**src/hw/rtl/bty_pkg.sv**
```systemverilog
// Shared types and constants for the BGRA to YUV 4:2:0 converter.
// Used by every module of the block; depends on nothing.
`timescale 1ns / 1ps
`default_nettype none

package bty_pkg;

    localparam int CFG_W        = 13;
    localparam int APB_DATA_W   = 32;
    localparam int APB_ADDR_W   = 3;
    localparam int DEF_MAX_DIM  = 4096;
    localparam int QUEUE_DEPTH  = 4;

    localparam logic [CFG_W-1:0] DEF_WIDTH  = 13'd1920;
    localparam logic [CFG_W-1:0] DEF_HEIGHT = 13'd1080;

    localparam logic REG_WIDTH  = 1'b0;
    localparam logic REG_HEIGHT = 1'b1;

    localparam logic [15:0] C_Y_R  = 16'd66;
    localparam logic [15:0] C_Y_G  = 16'd129;
    localparam logic [15:0] C_Y_B  = 16'd25;
    localparam logic [15:0] C_CB_R = 16'd38;
    localparam logic [15:0] C_CB_G = 16'd74;
    localparam logic [15:0] C_CB_B = 16'd112;
    localparam logic [15:0] C_CR_R = 16'd112;
    localparam logic [15:0] C_CR_G = 16'd94;
    localparam logic [15:0] C_CR_B = 16'd18;
    localparam logic [7:0]  Y_OFFSET     = 8'd16;
    localparam logic [15:0] CHROMA_BIAS  = 16'h8000;

    typedef struct packed {
        logic [7:0] blue;
        logic [7:0] green;
        logic [7:0] red;
        logic       chroma_valid;
        logic       line_end;
        logic       frame_end;
    } t_pix_word;

    typedef struct packed {
        logic empty;
        logic full;
    } t_queue_status;

endpackage

`default_nettype wire

```
**src/hw/rtl/bty_front.sv**
```systemverilog
// Front end: accepts pixels, tracks column and row, tags chroma and line/frame ends.
// Depends on bty_pkg; feeds bty_queue.
`timescale 1ns / 1ps
`default_nettype none

module bty_front
    import bty_pkg::*;
#(
    parameter int MAX_DIMENSION = DEF_MAX_DIM
) (
    input  wire logic             i_clk,
    input  wire logic             i_rst_n,
    input  wire logic [CFG_W-1:0] i_frame_width,
    input  wire logic [CFG_W-1:0] i_frame_height,
    input  wire logic             i_in_valid,
    output logic                  o_in_ready,
    input  wire logic [7:0]       i_blue,
    input  wire logic [7:0]       i_green,
    input  wire logic [7:0]       i_red,
    input  wire t_queue_status    i_queue_status,
    output logic                  o_push,
    output t_pix_word             o_push_word
);

    localparam int DW = (MAX_DIMENSION > 2) ? $clog2(MAX_DIMENSION) : 1;
    localparam int EW = (CFG_W > DW + 1) ? CFG_W : DW + 1;

    logic [DW-1:0] r_column_count, n_column_count;
    logic [DW-1:0] r_row_count, n_row_count;
    logic [DW-1:0] width_m1, height_m1;
    logic [EW-1:0] width_ext, height_ext;
    logic          accept, line_end, frame_end;

    assign width_ext  = EW'(i_frame_width);
    assign height_ext = EW'(i_frame_height);

    always_comb begin
        priority if (width_ext == '0) begin
            width_m1 = '0;
        end else if (width_ext > EW'(MAX_DIMENSION)) begin
            width_m1 = DW'(MAX_DIMENSION - 1);
        end else begin
            width_m1 = DW'(width_ext - EW'(1));
        end
        priority if (height_ext == '0) begin
            height_m1 = '0;
        end else if (height_ext > EW'(MAX_DIMENSION)) begin
            height_m1 = DW'(MAX_DIMENSION - 1);
        end else begin
            height_m1 = DW'(height_ext - EW'(1));
        end
    end

    assign o_in_ready = !i_queue_status.full;
    assign accept     = i_in_valid && o_in_ready;
    assign line_end   = r_column_count >= width_m1;
    assign frame_end  = line_end && (r_row_count >= height_m1);

    always_comb begin
        n_column_count = r_column_count;
        n_row_count    = r_row_count;
        if (accept) begin
            if (line_end) begin
                n_column_count = '0;
                n_row_count    = frame_end ? '0 : r_row_count + DW'(1);
            end else begin
                n_column_count = r_column_count + DW'(1);
            end
        end
    end

    always_ff @(posedge i_clk) begin
        if (!i_rst_n) begin
            r_column_count <= '0;
            r_row_count    <= '0;
        end else begin
            r_column_count <= n_column_count;
            r_row_count    <= n_row_count;
        end
    end

    assign o_push                   = accept;
    assign o_push_word.blue         = i_blue;
    assign o_push_word.green        = i_green;
    assign o_push_word.red          = i_red;
    assign o_push_word.chroma_valid = !r_row_count[0] && !r_column_count[0];
    assign o_push_word.line_end     = line_end;
    assign o_push_word.frame_end    = frame_end;

endmodule

`default_nettype wire

```
**src/hw/rtl/bty_queue.sv**
```systemverilog
// Short word queue between front and back ends.
// Depends on bty_pkg for the word type and depth.
`timescale 1ns / 1ps
`default_nettype none

module bty_queue
    import bty_pkg::*;
(
    input  wire logic      i_clk,
    input  wire logic      i_rst_n,
    input  wire logic      i_push,
    input  wire t_pix_word i_push_word,
    input  wire logic      i_pop,
    output t_pix_word      o_head_word,
    output t_queue_status  o_status
);

    localparam int PW = $clog2(QUEUE_DEPTH);
    localparam int CW = $clog2(QUEUE_DEPTH + 1);

    t_pix_word     r_mem [QUEUE_DEPTH];
    logic [PW-1:0] r_wr_ptr, r_rd_ptr;
    logic [CW-1:0] r_count, n_count;
    logic          do_push, do_pop;

    assign o_status.empty = (r_count == '0);
    assign o_status.full  = (r_count == CW'(QUEUE_DEPTH));
    assign do_push        = i_push && !o_status.full;
    assign do_pop         = i_pop && !o_status.empty;
    assign o_head_word    = r_mem[r_rd_ptr];

    always_comb begin
        unique case ({do_push, do_pop})
            2'b10:   n_count = r_count + CW'(1);
            2'b01:   n_count = r_count - CW'(1);
            default: n_count = r_count;
        endcase
    end

    always_ff @(posedge i_clk) begin
        if (!i_rst_n) begin
            r_wr_ptr <= '0;
            r_rd_ptr <= '0;
            r_count  <= '0;
        end else begin
            r_count <= n_count;
            if (do_push) begin
                r_wr_ptr <= (r_wr_ptr == PW'(QUEUE_DEPTH - 1)) ? '0 : r_wr_ptr + PW'(1);
            end
            if (do_pop) begin
                r_rd_ptr <= (r_rd_ptr == PW'(QUEUE_DEPTH - 1)) ? '0 : r_rd_ptr + PW'(1);
            end
        end
    end

    always_ff @(posedge i_clk) begin
        if (do_push) begin
            r_mem[r_wr_ptr] <= i_push_word;
        end
    end

endmodule

`default_nettype wire

```
**src/hw/rtl/bty_back.sv**
```systemverilog
// Back end: two-stage color conversion, products then sums, into the output register.
// Depends on bty_pkg; drains bty_queue.
`timescale 1ns / 1ps
`default_nettype none

module bty_back
    import bty_pkg::*;
(
    input  wire logic          i_clk,
    input  wire logic          i_rst_n,
    input  wire t_pix_word     i_head_word,
    input  wire t_queue_status i_queue_status,
    output logic               o_pop,
    output logic               o_out_valid,
    input  wire logic          i_out_ready,
    output logic [7:0]         o_luma,
    output logic               o_chroma_valid,
    output logic [7:0]         o_chroma_blue,
    output logic [7:0]         o_chroma_red,
    output logic               o_line_end,
    output logic               o_frame_end
);

    logic        advance;
    logic        r_s1_valid;
    logic [15:0] r_y_r, r_y_g, r_y_b;
    logic [15:0] r_cb_r, r_cb_g, r_cb_b;
    logic [15:0] r_cr_r, r_cr_g, r_cr_b;
    logic        r_s1_cv, r_s1_le, r_s1_fe;
    logic [15:0] y_sum, cb_sum, cr_sum;

    // hold the whole pipe while a finished word waits
    assign advance = !o_out_valid || i_out_ready;
    assign o_pop   = advance && !i_queue_status.empty;

    always_ff @(posedge i_clk) begin
        if (!i_rst_n) begin
            r_s1_valid  <= 1'b0;
            o_out_valid <= 1'b0;
        end else if (advance) begin
            r_s1_valid  <= !i_queue_status.empty;
            o_out_valid <= r_s1_valid;
        end
    end

    always_ff @(posedge i_clk) begin
        if (advance) begin
            r_y_r   <= 16'(i_head_word.red)   * C_Y_R;
            r_y_g   <= 16'(i_head_word.green) * C_Y_G;
            r_y_b   <= 16'(i_head_word.blue)  * C_Y_B;
            r_cb_r  <= 16'(i_head_word.red)   * C_CB_R;
            r_cb_g  <= 16'(i_head_word.green) * C_CB_G;
            r_cb_b  <= 16'(i_head_word.blue)  * C_CB_B;
            r_cr_r  <= 16'(i_head_word.red)   * C_CR_R;
            r_cr_g  <= 16'(i_head_word.green) * C_CR_G;
            r_cr_b  <= 16'(i_head_word.blue)  * C_CR_B;
            r_s1_cv <= i_head_word.chroma_valid;
            r_s1_le <= i_head_word.line_end;
            r_s1_fe <= i_head_word.frame_end;
        end
    end

    assign y_sum  = r_y_r + r_y_g + r_y_b;
    assign cb_sum = CHROMA_BIAS + r_cb_b - r_cb_r - r_cb_g;
    assign cr_sum = CHROMA_BIAS + r_cr_r - r_cr_g - r_cr_b;

    always_ff @(posedge i_clk) begin
        if (advance) begin
            o_luma         <= y_sum[15:8] + Y_OFFSET;
            o_chroma_valid <= r_s1_cv;
            o_chroma_blue  <= r_s1_cv ? cb_sum[15:8] : 8'd0;
            o_chroma_red   <= r_s1_cv ? cr_sum[15:8] : 8'd0;
            o_line_end     <= r_s1_le;
            o_frame_end    <= r_s1_fe;
        end
    end

endmodule

`default_nettype wire

```
**src/hw/rtl/bgra_to_yuv420_converter.sv**
```systemverilog
// Top level of the BGRA to YUV 4:2:0 converter: APB registers, front, queue, back.
// Depends on bty_pkg, bty_front, bty_queue and bty_back.
//
// Takes one pixel word per clock while the queue is not full and returns one result word
// per pixel, in order, via the queue, the product registers and the output register. The
// sustained rate of one word per clock is set by the fully pipelined back end (one product
// stage, one sum stage); a four-word queue lets the input side keep accepting while the
// output stalls. Luma comes from every pixel; Cb and Cr are sampled at even row and even
// column and are zero otherwise. frame_width (offset 0) and frame_height (offset 4) must
// be written only while idle (unchecked); 0 acts as 1 and values above MAX_DIMENSION clamp.
`timescale 1ns / 1ps
`default_nettype none

module bgra_to_yuv420_converter
    import bty_pkg::*;
#(
    parameter int MAX_DIMENSION = DEF_MAX_DIM
) (
    input  wire logic                  i_clk,
    input  wire logic                  i_rst_n,
    input  wire logic                  psel,
    input  wire logic                  penable,
    input  wire logic                  pwrite,
    input  wire logic [APB_ADDR_W-1:0] paddr,
    input  wire logic [APB_DATA_W-1:0] pwdata,
    output logic      [APB_DATA_W-1:0] prdata,
    output logic                       pready,
    input  wire logic                  i_in_valid,
    output logic                       o_in_ready,
    input  wire logic [7:0]            i_blue,
    input  wire logic [7:0]            i_green,
    input  wire logic [7:0]            i_red,
    output logic                       o_out_valid,
    input  wire logic                  i_out_ready,
    output logic [7:0]                 o_luma,
    output logic                       o_chroma_valid,
    output logic [7:0]                 o_chroma_blue,
    output logic [7:0]                 o_chroma_red,
    output logic                       o_line_end,
    output logic                       o_frame_end
);

    logic [CFG_W-1:0] r_frame_width, r_frame_height;
    logic             cfg_write;
    logic             push, pop;
    t_pix_word        push_word, head_word;
    t_queue_status    queue_status;

    assign pready    = 1'b1;
    assign cfg_write = psel && penable && pwrite && pready;

    always_ff @(posedge i_clk) begin
        if (!i_rst_n) begin
            r_frame_width  <= DEF_WIDTH;
            r_frame_height <= DEF_HEIGHT;
        end else if (cfg_write) begin
            unique case (paddr[2])
                REG_WIDTH:  r_frame_width  <= pwdata[CFG_W-1:0];
                REG_HEIGHT: r_frame_height <= pwdata[CFG_W-1:0];
            endcase
        end
    end

    always_comb begin
        unique case (paddr[2])
            REG_WIDTH:  prdata = APB_DATA_W'(r_frame_width);
            REG_HEIGHT: prdata = APB_DATA_W'(r_frame_height);
        endcase
    end

    bty_front #(
        .MAX_DIMENSION (MAX_DIMENSION)
    ) u_front (
        .i_clk          (i_clk),
        .i_rst_n        (i_rst_n),
        .i_frame_width  (r_frame_width),
        .i_frame_height (r_frame_height),
        .i_in_valid     (i_in_valid),
        .o_in_ready     (o_in_ready),
        .i_blue         (i_blue),
        .i_green        (i_green),
        .i_red          (i_red),
        .i_queue_status (queue_status),
        .o_push         (push),
        .o_push_word    (push_word)
    );

    bty_queue u_queue (
        .i_clk       (i_clk),
        .i_rst_n     (i_rst_n),
        .i_push      (push),
        .i_push_word (push_word),
        .i_pop       (pop),
        .o_head_word (head_word),
        .o_status    (queue_status)
    );

    bty_back u_back (
        .i_clk          (i_clk),
        .i_rst_n        (i_rst_n),
        .i_head_word    (head_word),
        .i_queue_status (queue_status),
        .o_pop          (pop),
        .o_out_valid    (o_out_valid),
        .i_out_ready    (i_out_ready),
        .o_luma         (o_luma),
        .o_chroma_valid (o_chroma_valid),
        .o_chroma_blue  (o_chroma_blue),
        .o_chroma_red   (o_chroma_red),
        .o_line_end     (o_line_end),
        .o_frame_end    (o_frame_end)
    );

endmodule

`default_nettype wire

```
**config.mk**
```make
export PLATFORM = sky130hd
export DESIGN_NAME = bgra_to_yuv420_converter
export DESIGN_NICKNAME = d
export VERILOG_FILES = /design/src/hw/rtl/bty_pkg.sv /design/src/hw/rtl/bty_front.sv /design/src/hw/rtl/bty_queue.sv /design/src/hw/rtl/bty_back.sv /design/src/hw/rtl/bgra_to_yuv420_converter.sv
export SDC_FILE = /design/constraint.sdc
export NUM_CORES = 1
export LEC_CHECK = 0
export BUFFER_PORTS_ARGS = -buffer_cell sky130_fd_sc_hd__buf_2
export CORE_ASPECT_RATIO = 0.5
export CORE_MARGIN = 2
export CORE_UTILIZATION = 25
export DETAILED_ROUTE_END_ITERATION = 6
export GPL_TIMING_DRIVEN = 0
export PLACE_DENSITY = 0.5
export SLEW_MARGIN = 40
export SYNTH_ARGS = -nofsm -noshare
export SYNTH_HDL_FRONTEND = slang
export SYNTH_SLANG_ARGS = --single-unit
```
**constraint.sdc**
```tcl
create_clock -name i_clk -period 8.11 [get_ports i_clk]
set_clock_uncertainty 0.2 [all_clocks]
set_input_delay 0.811 -clock i_clk [delete_from_list [all_inputs] [get_ports i_clk]]
set_output_delay 0.811 -clock i_clk [all_outputs]
set_load 0.005 [all_outputs]
```
---- After elaboration in Yosys (flattened, before gate mapping) ----
Memory sizes are Yosys's and may differ from the RTL's. A register that Yosys moved wholly into a read port is not among the register bits.
Index checks and enable logic that the tools add are counted.
storage, ports and cells
  register bits ........................... 207
  bits in latches ......................... 0
  bits in writable memories ............... 108
  memory bits (read-only) ................. 0
  bits of input ports ..................... 66
  output and inout port bits .............. 62
  word-level logic and storage cells ...... 99
  memories kept ........................... 1
cells by class
  $add $sub $neg .......................... 17
  multipliers ............................. 9
  div/mod/pow operators ................... 0
  magnitude comparators ................... 4
  equality and inequality tests ........... 5
  shift operators ......................... 0
  mux-type cells .......................... 14
  bitwise gates (word level) .............. 1
  reduce and logical (&&, ||, !) cells .... 21
memories
  name           words  width  read ports  clocked after memory_dff  wr ports  line             RTL
  u_queue.r_mem  4      27     1           1                         1         bty_queue.sv:21  t_pix_word r_mem [QUEUE_DEPTH];
operators by type and width
  kind                                                                  count
  12-bit 2-to-1 mux                                                     6
  32-bit case mux with 2 select lines                                   1
  8-bit by 6-bit multiplier with 14-bit output, second input constant   3
  16-bit by 15-bit adder with 16-bit output, first input constant       2
  16-bit by 15-bit subtractor with 16-bit output                        2
  13-bit > comparator, second input constant                            2
  13-bit logical NOT                                                    2
  8-bit by 5-bit multiplier with 13-bit output, second input constant   2
  12-bit by 1-bit adder with 12-bit output, second input constant       2
  12-bit >= comparator                                                  2
  12-bit by 1-bit subtractor with 12-bit output, second input constant  2
  8-bit by 3-bit multiplier with 11-bit output, second input constant   2
  15-bit by 16-bit adder with 16-bit output                             1
  16-bit by 13-bit adder with 16-bit output                             1
  8-bit by 8-bit multiplier with 16-bit output, second input constant   1
  16-bit by 13-bit subtractor with 16-bit output                        1
  16-bit by 14-bit subtractor with 16-bit output                        1
  8-bit by 4-bit multiplier with 12-bit output, second input constant   1
  8-bit by 5-bit adder with 8-bit output, second input constant         1
  1-bit logical AND                                                     8
  2-bit 2-to-1 mux                                                      4
  2-bit == test, second input constant                                  3
  3-bit case mux with 2 select lines                                    1
  2-bit AND reduction                                                   3
  other kinds (11)                                                      17

---- Longest topological paths before layout ----
  depth in word-level cells ............... 6
  gate-level depth with buffers ........... 20
  mapped depth without buffers ............ 18

---- Modules after synthesis ----
From an unflattened synthesis, not the netlist that was laid out.
second synthesis, totals
  cells, all modules ...................... 1578
  area total of the unflattened synthesis .. 19149.6 sq um
modules (own cells, without submodules)
  module                    times used  cells an instance  area an instance (sq um)  seq. area each (sq um)
  bty_back                  1           911                10839.1                   4154.0
  bty_queue                 1           197                4438.0                    3423.3
  bty_front                 1           325                2487.4                    480.5
  bgra_to_yuv420_converter  1           145                1385.1                    520.5

---- Worst setup path before layout ----
OpenSTA, ideal clock, no wires.
  kind .................................... register -> register
  start ................................... register (tool-made name)
  end ..................................... register u_back.r_cr_g[14], data pin
  setup time .............................. 135 ps
  arrival ................................. 4824 ps
  required time ........................... 7775 ps
  path slack .............................. 2951 ps
  cell stages (with the launch flop) ...... 20
  buffers on the path ..................... 3
  period minus slack after synthesis ...... 5159 ps
  path through ............................ dfxtp_1 > buf_2 > buf_2 > buf_2 > mux4_2 > ha_1 > ha_1 > inv_1 > fa_1 > inv_1 > ha_1 > nor2b_1 > o21ai_0 > a21boi_1 > o21ai_0 > a21boi_1 > o21ai_0 > a21boi_0 > or4_1 > nand3_1
RTL lines
  item                  line            RTL
  end signal, assigned  bty_back.sv:55  r_cr_g <= 16'(i_head_word.green) * C_CR_G;
  end, declared         bty_back.sv:28  logic [15:0] r_cr_r, r_cr_g, r_cr_b;

==> impl_results.html <==
<table>
<tr><th>Metric</th><th>Value</th></tr>
<tr><th colspan="2">Floorplanning</th></tr>
<tr><td>Chip height</td><td>196.5 um</td></tr>
<tr><td>IO Pins</td><td>128</td></tr>
<tr><td>Die width</td><td>389.1 um</td></tr>
<tr><td>Total Die Area</td><td>76470 sq um</td></tr>
<tr><td>Initial core utilization</td><td>25.31%</td></tr>
<tr><td>Standard-cell row count</td><td>70</td></tr>
<tr><td>Placeable Area</td><td>73220 sq um</td></tr>
<tr><th colspan="2">CTS</th></tr>
<tr><td>Post-CTS Repair Setup Buffers</td><td>0</td></tr>
<tr><td>Buffers from clock root to sink, at most</td><td>3</td></tr>
<tr><td>Total clock buffers created by CTS</td><td>35</td></tr>
<tr><td>Resized Gates After CTS</td><td>0</td></tr>
<tr><td>CTS H-tree lvls</td><td>2</td></tr>
<tr><td>TritonCTS clock tree</td><td>done</td></tr>
<tr><td>Clk sink count</td><td>306</td></tr>
<tr><td>Clock-pin slew of the registers on the worst-case setup and hold paths</td><td>0.06 ns</td></tr>
<tr><td>Worst skew pair latency</td><td>0.55 ns</td></tr>
<tr><td>Clock root buffer</td><td>clkbuf_16</td></tr>
<tr><td>Number of buffers inserted by hold repair at cts</td><td>0</td></tr>
<tr><th colspan="2">Route</th></tr>
<tr><td>Remaining antenna violation count after routing</td><td>0</td></tr>
<tr><td>DRC violations left</td><td>0</td></tr>
<tr><td>Post-detailed-route via-to-cell ratio</td><td>4.168</td></tr>
<tr><td>DRT Wirelength</td><td>39580 um</td></tr>
<tr><td>Initial DRC count</td><td>442</td></tr>
<tr><td>First-pass detailed-route iteration total</td><td>6</td></tr>
<tr><td>Routed wire length per instance</td><td>14.78 um</td></tr>
<tr><td>Via count</td><td>11.16k</td></tr>
<tr><th colspan="2">Critical path</th></tr>
<tr><td>Data arrival at the endpoint of the critical path</td><td>6.49 ns</td></tr>
<tr><td>Worst Setup End Kind</td><td>register</td></tr>
<tr><td>Slowest stage cell, crit path</td><td>clkbuf_1</td></tr>
<tr><td>Path depth of the worst reg2reg path</td><td>19</td></tr>
<tr><td>Kind of start point of the critical path</td><td>register</td></tr>
<tr><td>Reg-to-reg slack, setup</td><td>1.83 ns</td></tr>
<tr><td>Largest stage delay on the critical path</td><td>0.59 ns</td></tr>
<tr><td>End of the critical path</td><td>u_back.r_cr_g[14]</td></tr>
<tr><td>Bufs and invs on worst path</td><td>5</td></tr>
<tr><td>Setup CP Type</td><td>reg -&gt; reg</td></tr>
<tr><td>Logic depth of the worst setup path including buffers</td><td>19</td></tr>
<tr><td>Worst Path Required</td><td>8.32 ns</td></tr>
<tr><td>Worst-path cell chain</td><td>clkbuf_1 &gt; clkbuf_1 &gt; clkbuf_1 &gt; mux4_2 &gt; ha_1 &gt; ha_1 &gt; inv_1 &gt; fa_1 &gt; inv_1 &gt; ha_1 &gt; nor2b_1 &gt; o21ai_0 &gt; a21boi_1 &gt; o21ai_0 &gt; a21boi_1 &gt; o21ai_0 &gt; a21boi_0 &gt; or4_1 &gt; nand3_1</td></tr>
<tr><td>Worst path top cell family by delay</td><td>buffers and inverters</td></tr>
<tr><td>End of the worst register-to-register path</td><td>u_back.r_cr_g[14]</td></tr>
<tr><td>Largest fanout of any net on the critical path</td><td>10</td></tr>
<tr><th colspan="2">Place</th></tr>
<tr><td>Hpwl dp</td><td>29410 um</td></tr>
<tr><td>Final estimated routing congestion in global placement</td><td>0.7773</td></tr>
<tr><td>Total of buffers placed on input and output ports</td><td>85</td></tr>
<tr><th colspan="2">Yosys</th></tr>
<tr><td>Compound-Gate Fraction of Synth Area</td><td>8.458%</td></tr>
<tr><td>Post-synthesis sequential area ratio</td><td>46.28%</td></tr>
<tr><td>Mean post-synth cell area</td><td>12.08 sq um</td></tr>
<tr><td>Post-Synth Adder-Cell Area</td><td>23.48%</td></tr>
<tr><td>Main flop type after synthesis</td><td>edfxtp_1</td></tr>
<tr><td>Number of warnings issued by yosys</td><td>0</td></tr>
<tr><td>Xor/xnor share of the synthesized area</td><td>4.347%</td></tr>
<tr><td>Area fraction of the dominant cell type after synthesis</td><td>39.69%</td></tr>
<tr><td>Simple-gate area share of the yosys netlist</td><td>7.554%</td></tr>
<tr><td>Dominant combinational cell family by area after synthesis</td><td>adder cells</td></tr>
<tr><td>Top cells by area, synth</td><td>edfxtp_1 (40%), ha_1 (15%), fa_1 (8.4%), dfxtp_1 (6.6%), inv_1 (4.2%)</td></tr>
<tr><td>Leading cell types by count after synthesis</td><td>edfxtp_1 (245), ha_1 (223), inv_1 (208)</td></tr>
<tr><td>Share of async-settable or async-resettable flops after synthesis</td><td>0%</td></tr>
<tr><td>Post-synth EDFFs</td><td>245</td></tr>
<tr><td>Largest area contributor in the synthesized netlist</td><td>edfxtp_1</td></tr>
<tr><td>Cell with the most instances after synthesis</td><td>edfxtp_1</td></tr>
<tr><td>Fraction of synthesized area in multiplexers</td><td>4.165%</td></tr>
<tr><td>Seq cells post-synth</td><td>306</td></tr>
<tr><td>Distinct cell type count after synthesis</td><td>62</td></tr>
<tr><td>Post-synthesis cell count</td><td>1534</td></tr>
<tr><td>Total standard cell area after synthesis</td><td>18540 sq um</td></tr>
<tr><th colspan="2">Cells and area</th></tr>
<tr><td>Share of cells above drive strength 1</td><td>13.20%</td></tr>
<tr><td>Filler cell count</td><td>7537</td></tr>
<tr><td>Ant diodes</td><td>0</td></tr>
<tr><td>Reg area</td><td>8578 sq um</td></tr>
<tr><td>Net total in the final layout</td><td>2046</td></tr>
<tr><td>Synth-to-Final Area Change</td><td>15.90%</td></tr>
<tr><td>Area of combinational cells with multiple inputs</td><td>8977 sq um</td></tr>
<tr><th colspan="2">GRT</th></tr>
<tr><td>Via count of the first global-routing pass</td><td>11.59k</td></tr>
<tr><td>Total global routing overflow</td><td>0</td></tr>
<tr><td>Largest net degree at the start of global routing</td><td>79</td></tr>
<tr><td>Initial antenna violation count</td><td>2</td></tr>
<tr><td>Total global routing track utilization</td><td>10.62%</td></tr>
<tr><td>Wire length of the first global-routing pass</td><td>63680 um</td></tr>
<tr><th colspan="2">STA</th></tr>
<tr><td># setup viols final</td><td>0</td></tr>
<tr><td>Final number of max-transition violations</td><td>0</td></tr>
<tr><td>Maximum clock rate</td><td>0.1593 GHz</td></tr>
<tr><td>Final-layout setup total negative slack</td><td>0 ns</td></tr>
<tr><td>Unrepaired setup endpoints after global routing</td><td>no</td></tr>
<tr><td>Shortest period the worst path allows</td><td>6.277 ns</td></tr>
<tr><td>Share of the clock period used by the worst path after layout</td><td>77.40%</td></tr>
<tr><td>Worst slew margin</td><td>54.52%</td></tr>
<tr><td>Final count of hold timing violations</td><td>0</td></tr>
<tr><td>Slew at the pin closest to its max-slew limit</td><td>0.6822 ns</td></tr>
<tr><th colspan="2">Job</th></tr>
<tr><td>Reported max-cap violation count</td><td>0</td></tr>
<tr><th colspan="2">Outcome</th></tr>
<tr><td>Result of the run</td><td>finished, final reports clean</td></tr>
<tr><th colspan="2">Min path</th></tr>
<tr><td>Path type of the worst min-delay path</td><td>reg -&gt; reg</td></tr>
</table>
[state kept, by name, summed over array words and instances, names as in the netlist, 12 cells and up, named ones only]
signal                  cells
u_back.r_cb_g              12
u_back.r_cr_g              13
u_front.r_column_count     12
u_back.r_cb_r              12
r_frame_height             13
r_frame_width              13
u_back.r_y_g               16
u_front.r_row_count        12
u_queue.r_mem             108
u_back.r_y_b               13
u_back.r_y_r               14
[kinds of logic (layout without fill, tap and decap cells)]
kind of cell	after synthesis	in the layout
DFF	306	306
other	2	20
xor gates and xnor gates	92	92
buffers and inverters	257	410
adders and majority gates	301	301
muxes	42	42
and+or+nand+nor	294	294
AOI/OAI and AO/OA	240	240
[through the flow]
stage / hold WS, ns / instances / utilization, % / instance area, sq um / worst slack, ns
4_1_cts: 0.2269 / 2677 / 29.34 / 21480 / 1.757
2_1_floorplan: 0.2003 / 1552 / - / 18600 / 2.951
3_5_place_dp: 0.2141 / 2614 / 27.85 / 20390 / 1.776
6_report: 0.2224 / 2677 / 29.34 / 21480 / 1.833
3_3_place_gp: 0.2116 / 2609 / 27.65 / 20240 / 1.783
5_1_grt: 0.2315 / 2677 / 29.34 / 21480 / 1.504
[layer usage]
metal  GRT usage, %  up-vias  part of all wire (%)
met3          1.690       62                   2.7
li1               -     5638                     -
met2          18.60      119                    49
met4          3.431        0                   2.6
met1          13.40     5339                    46
met5              0        -                     0
[worst min path at each step]
stage | end | slack (ns) | cells after the start | startpoint
6_report | u_back.o_line_end | 0.22 | 0 | u_back.r_s1_le
4_1_cts | u_back.o_line_end | 0.23 | 0 | u_back.r_s1_le
3_3_place_gp | u_back.o_line_end | 0.21 | 0 | u_back.r_s1_le
2_1_floorplan | u_back.o_frame_end | 0.20 | 0 | u_back.r_s1_fe
3_5_place_dp | u_back.o_line_end | 0.21 | 0 | u_back.r_s1_le
5_1_grt | u_back.o_line_end | 0.23 | 0 | u_back.r_s1_le
[final cells by class]
| type | instances | share of cell area, % |
|---|---|---|
| well taps | 972 | 5.661 |
| clock inverters | 21 | 0.7164 |
| inverters | 209 | 3.699 |
| multi-input cells | 989 | 41.79 |
| clock buffers | 42 | 4.345 |
| plain buffers | 48 | 1.235 |
| repair buffers | 90 | 2.621 |
| flip-flops and latches | 306 | 39.93 |
[cells in the final DEF (no fill, tap or decap), types with 27 or more instances in the layout]
cell and instances:
clkbuf_16 36, nand2_1 99, a21oi_1 78, dfxtp_1 61, o21ai_0 36, nor2_1 64, buf_2 93, inv_1 207
fa_1 78, xnor2_1 61, xor2_1 31, edfxtp_1 245, a21o_1 30, mux4_2 27, ha_1 223
Power is left out: the tool's default activity adds up to more than one toggle a clock period on the data nets, which glitch-free logic cannot reach.
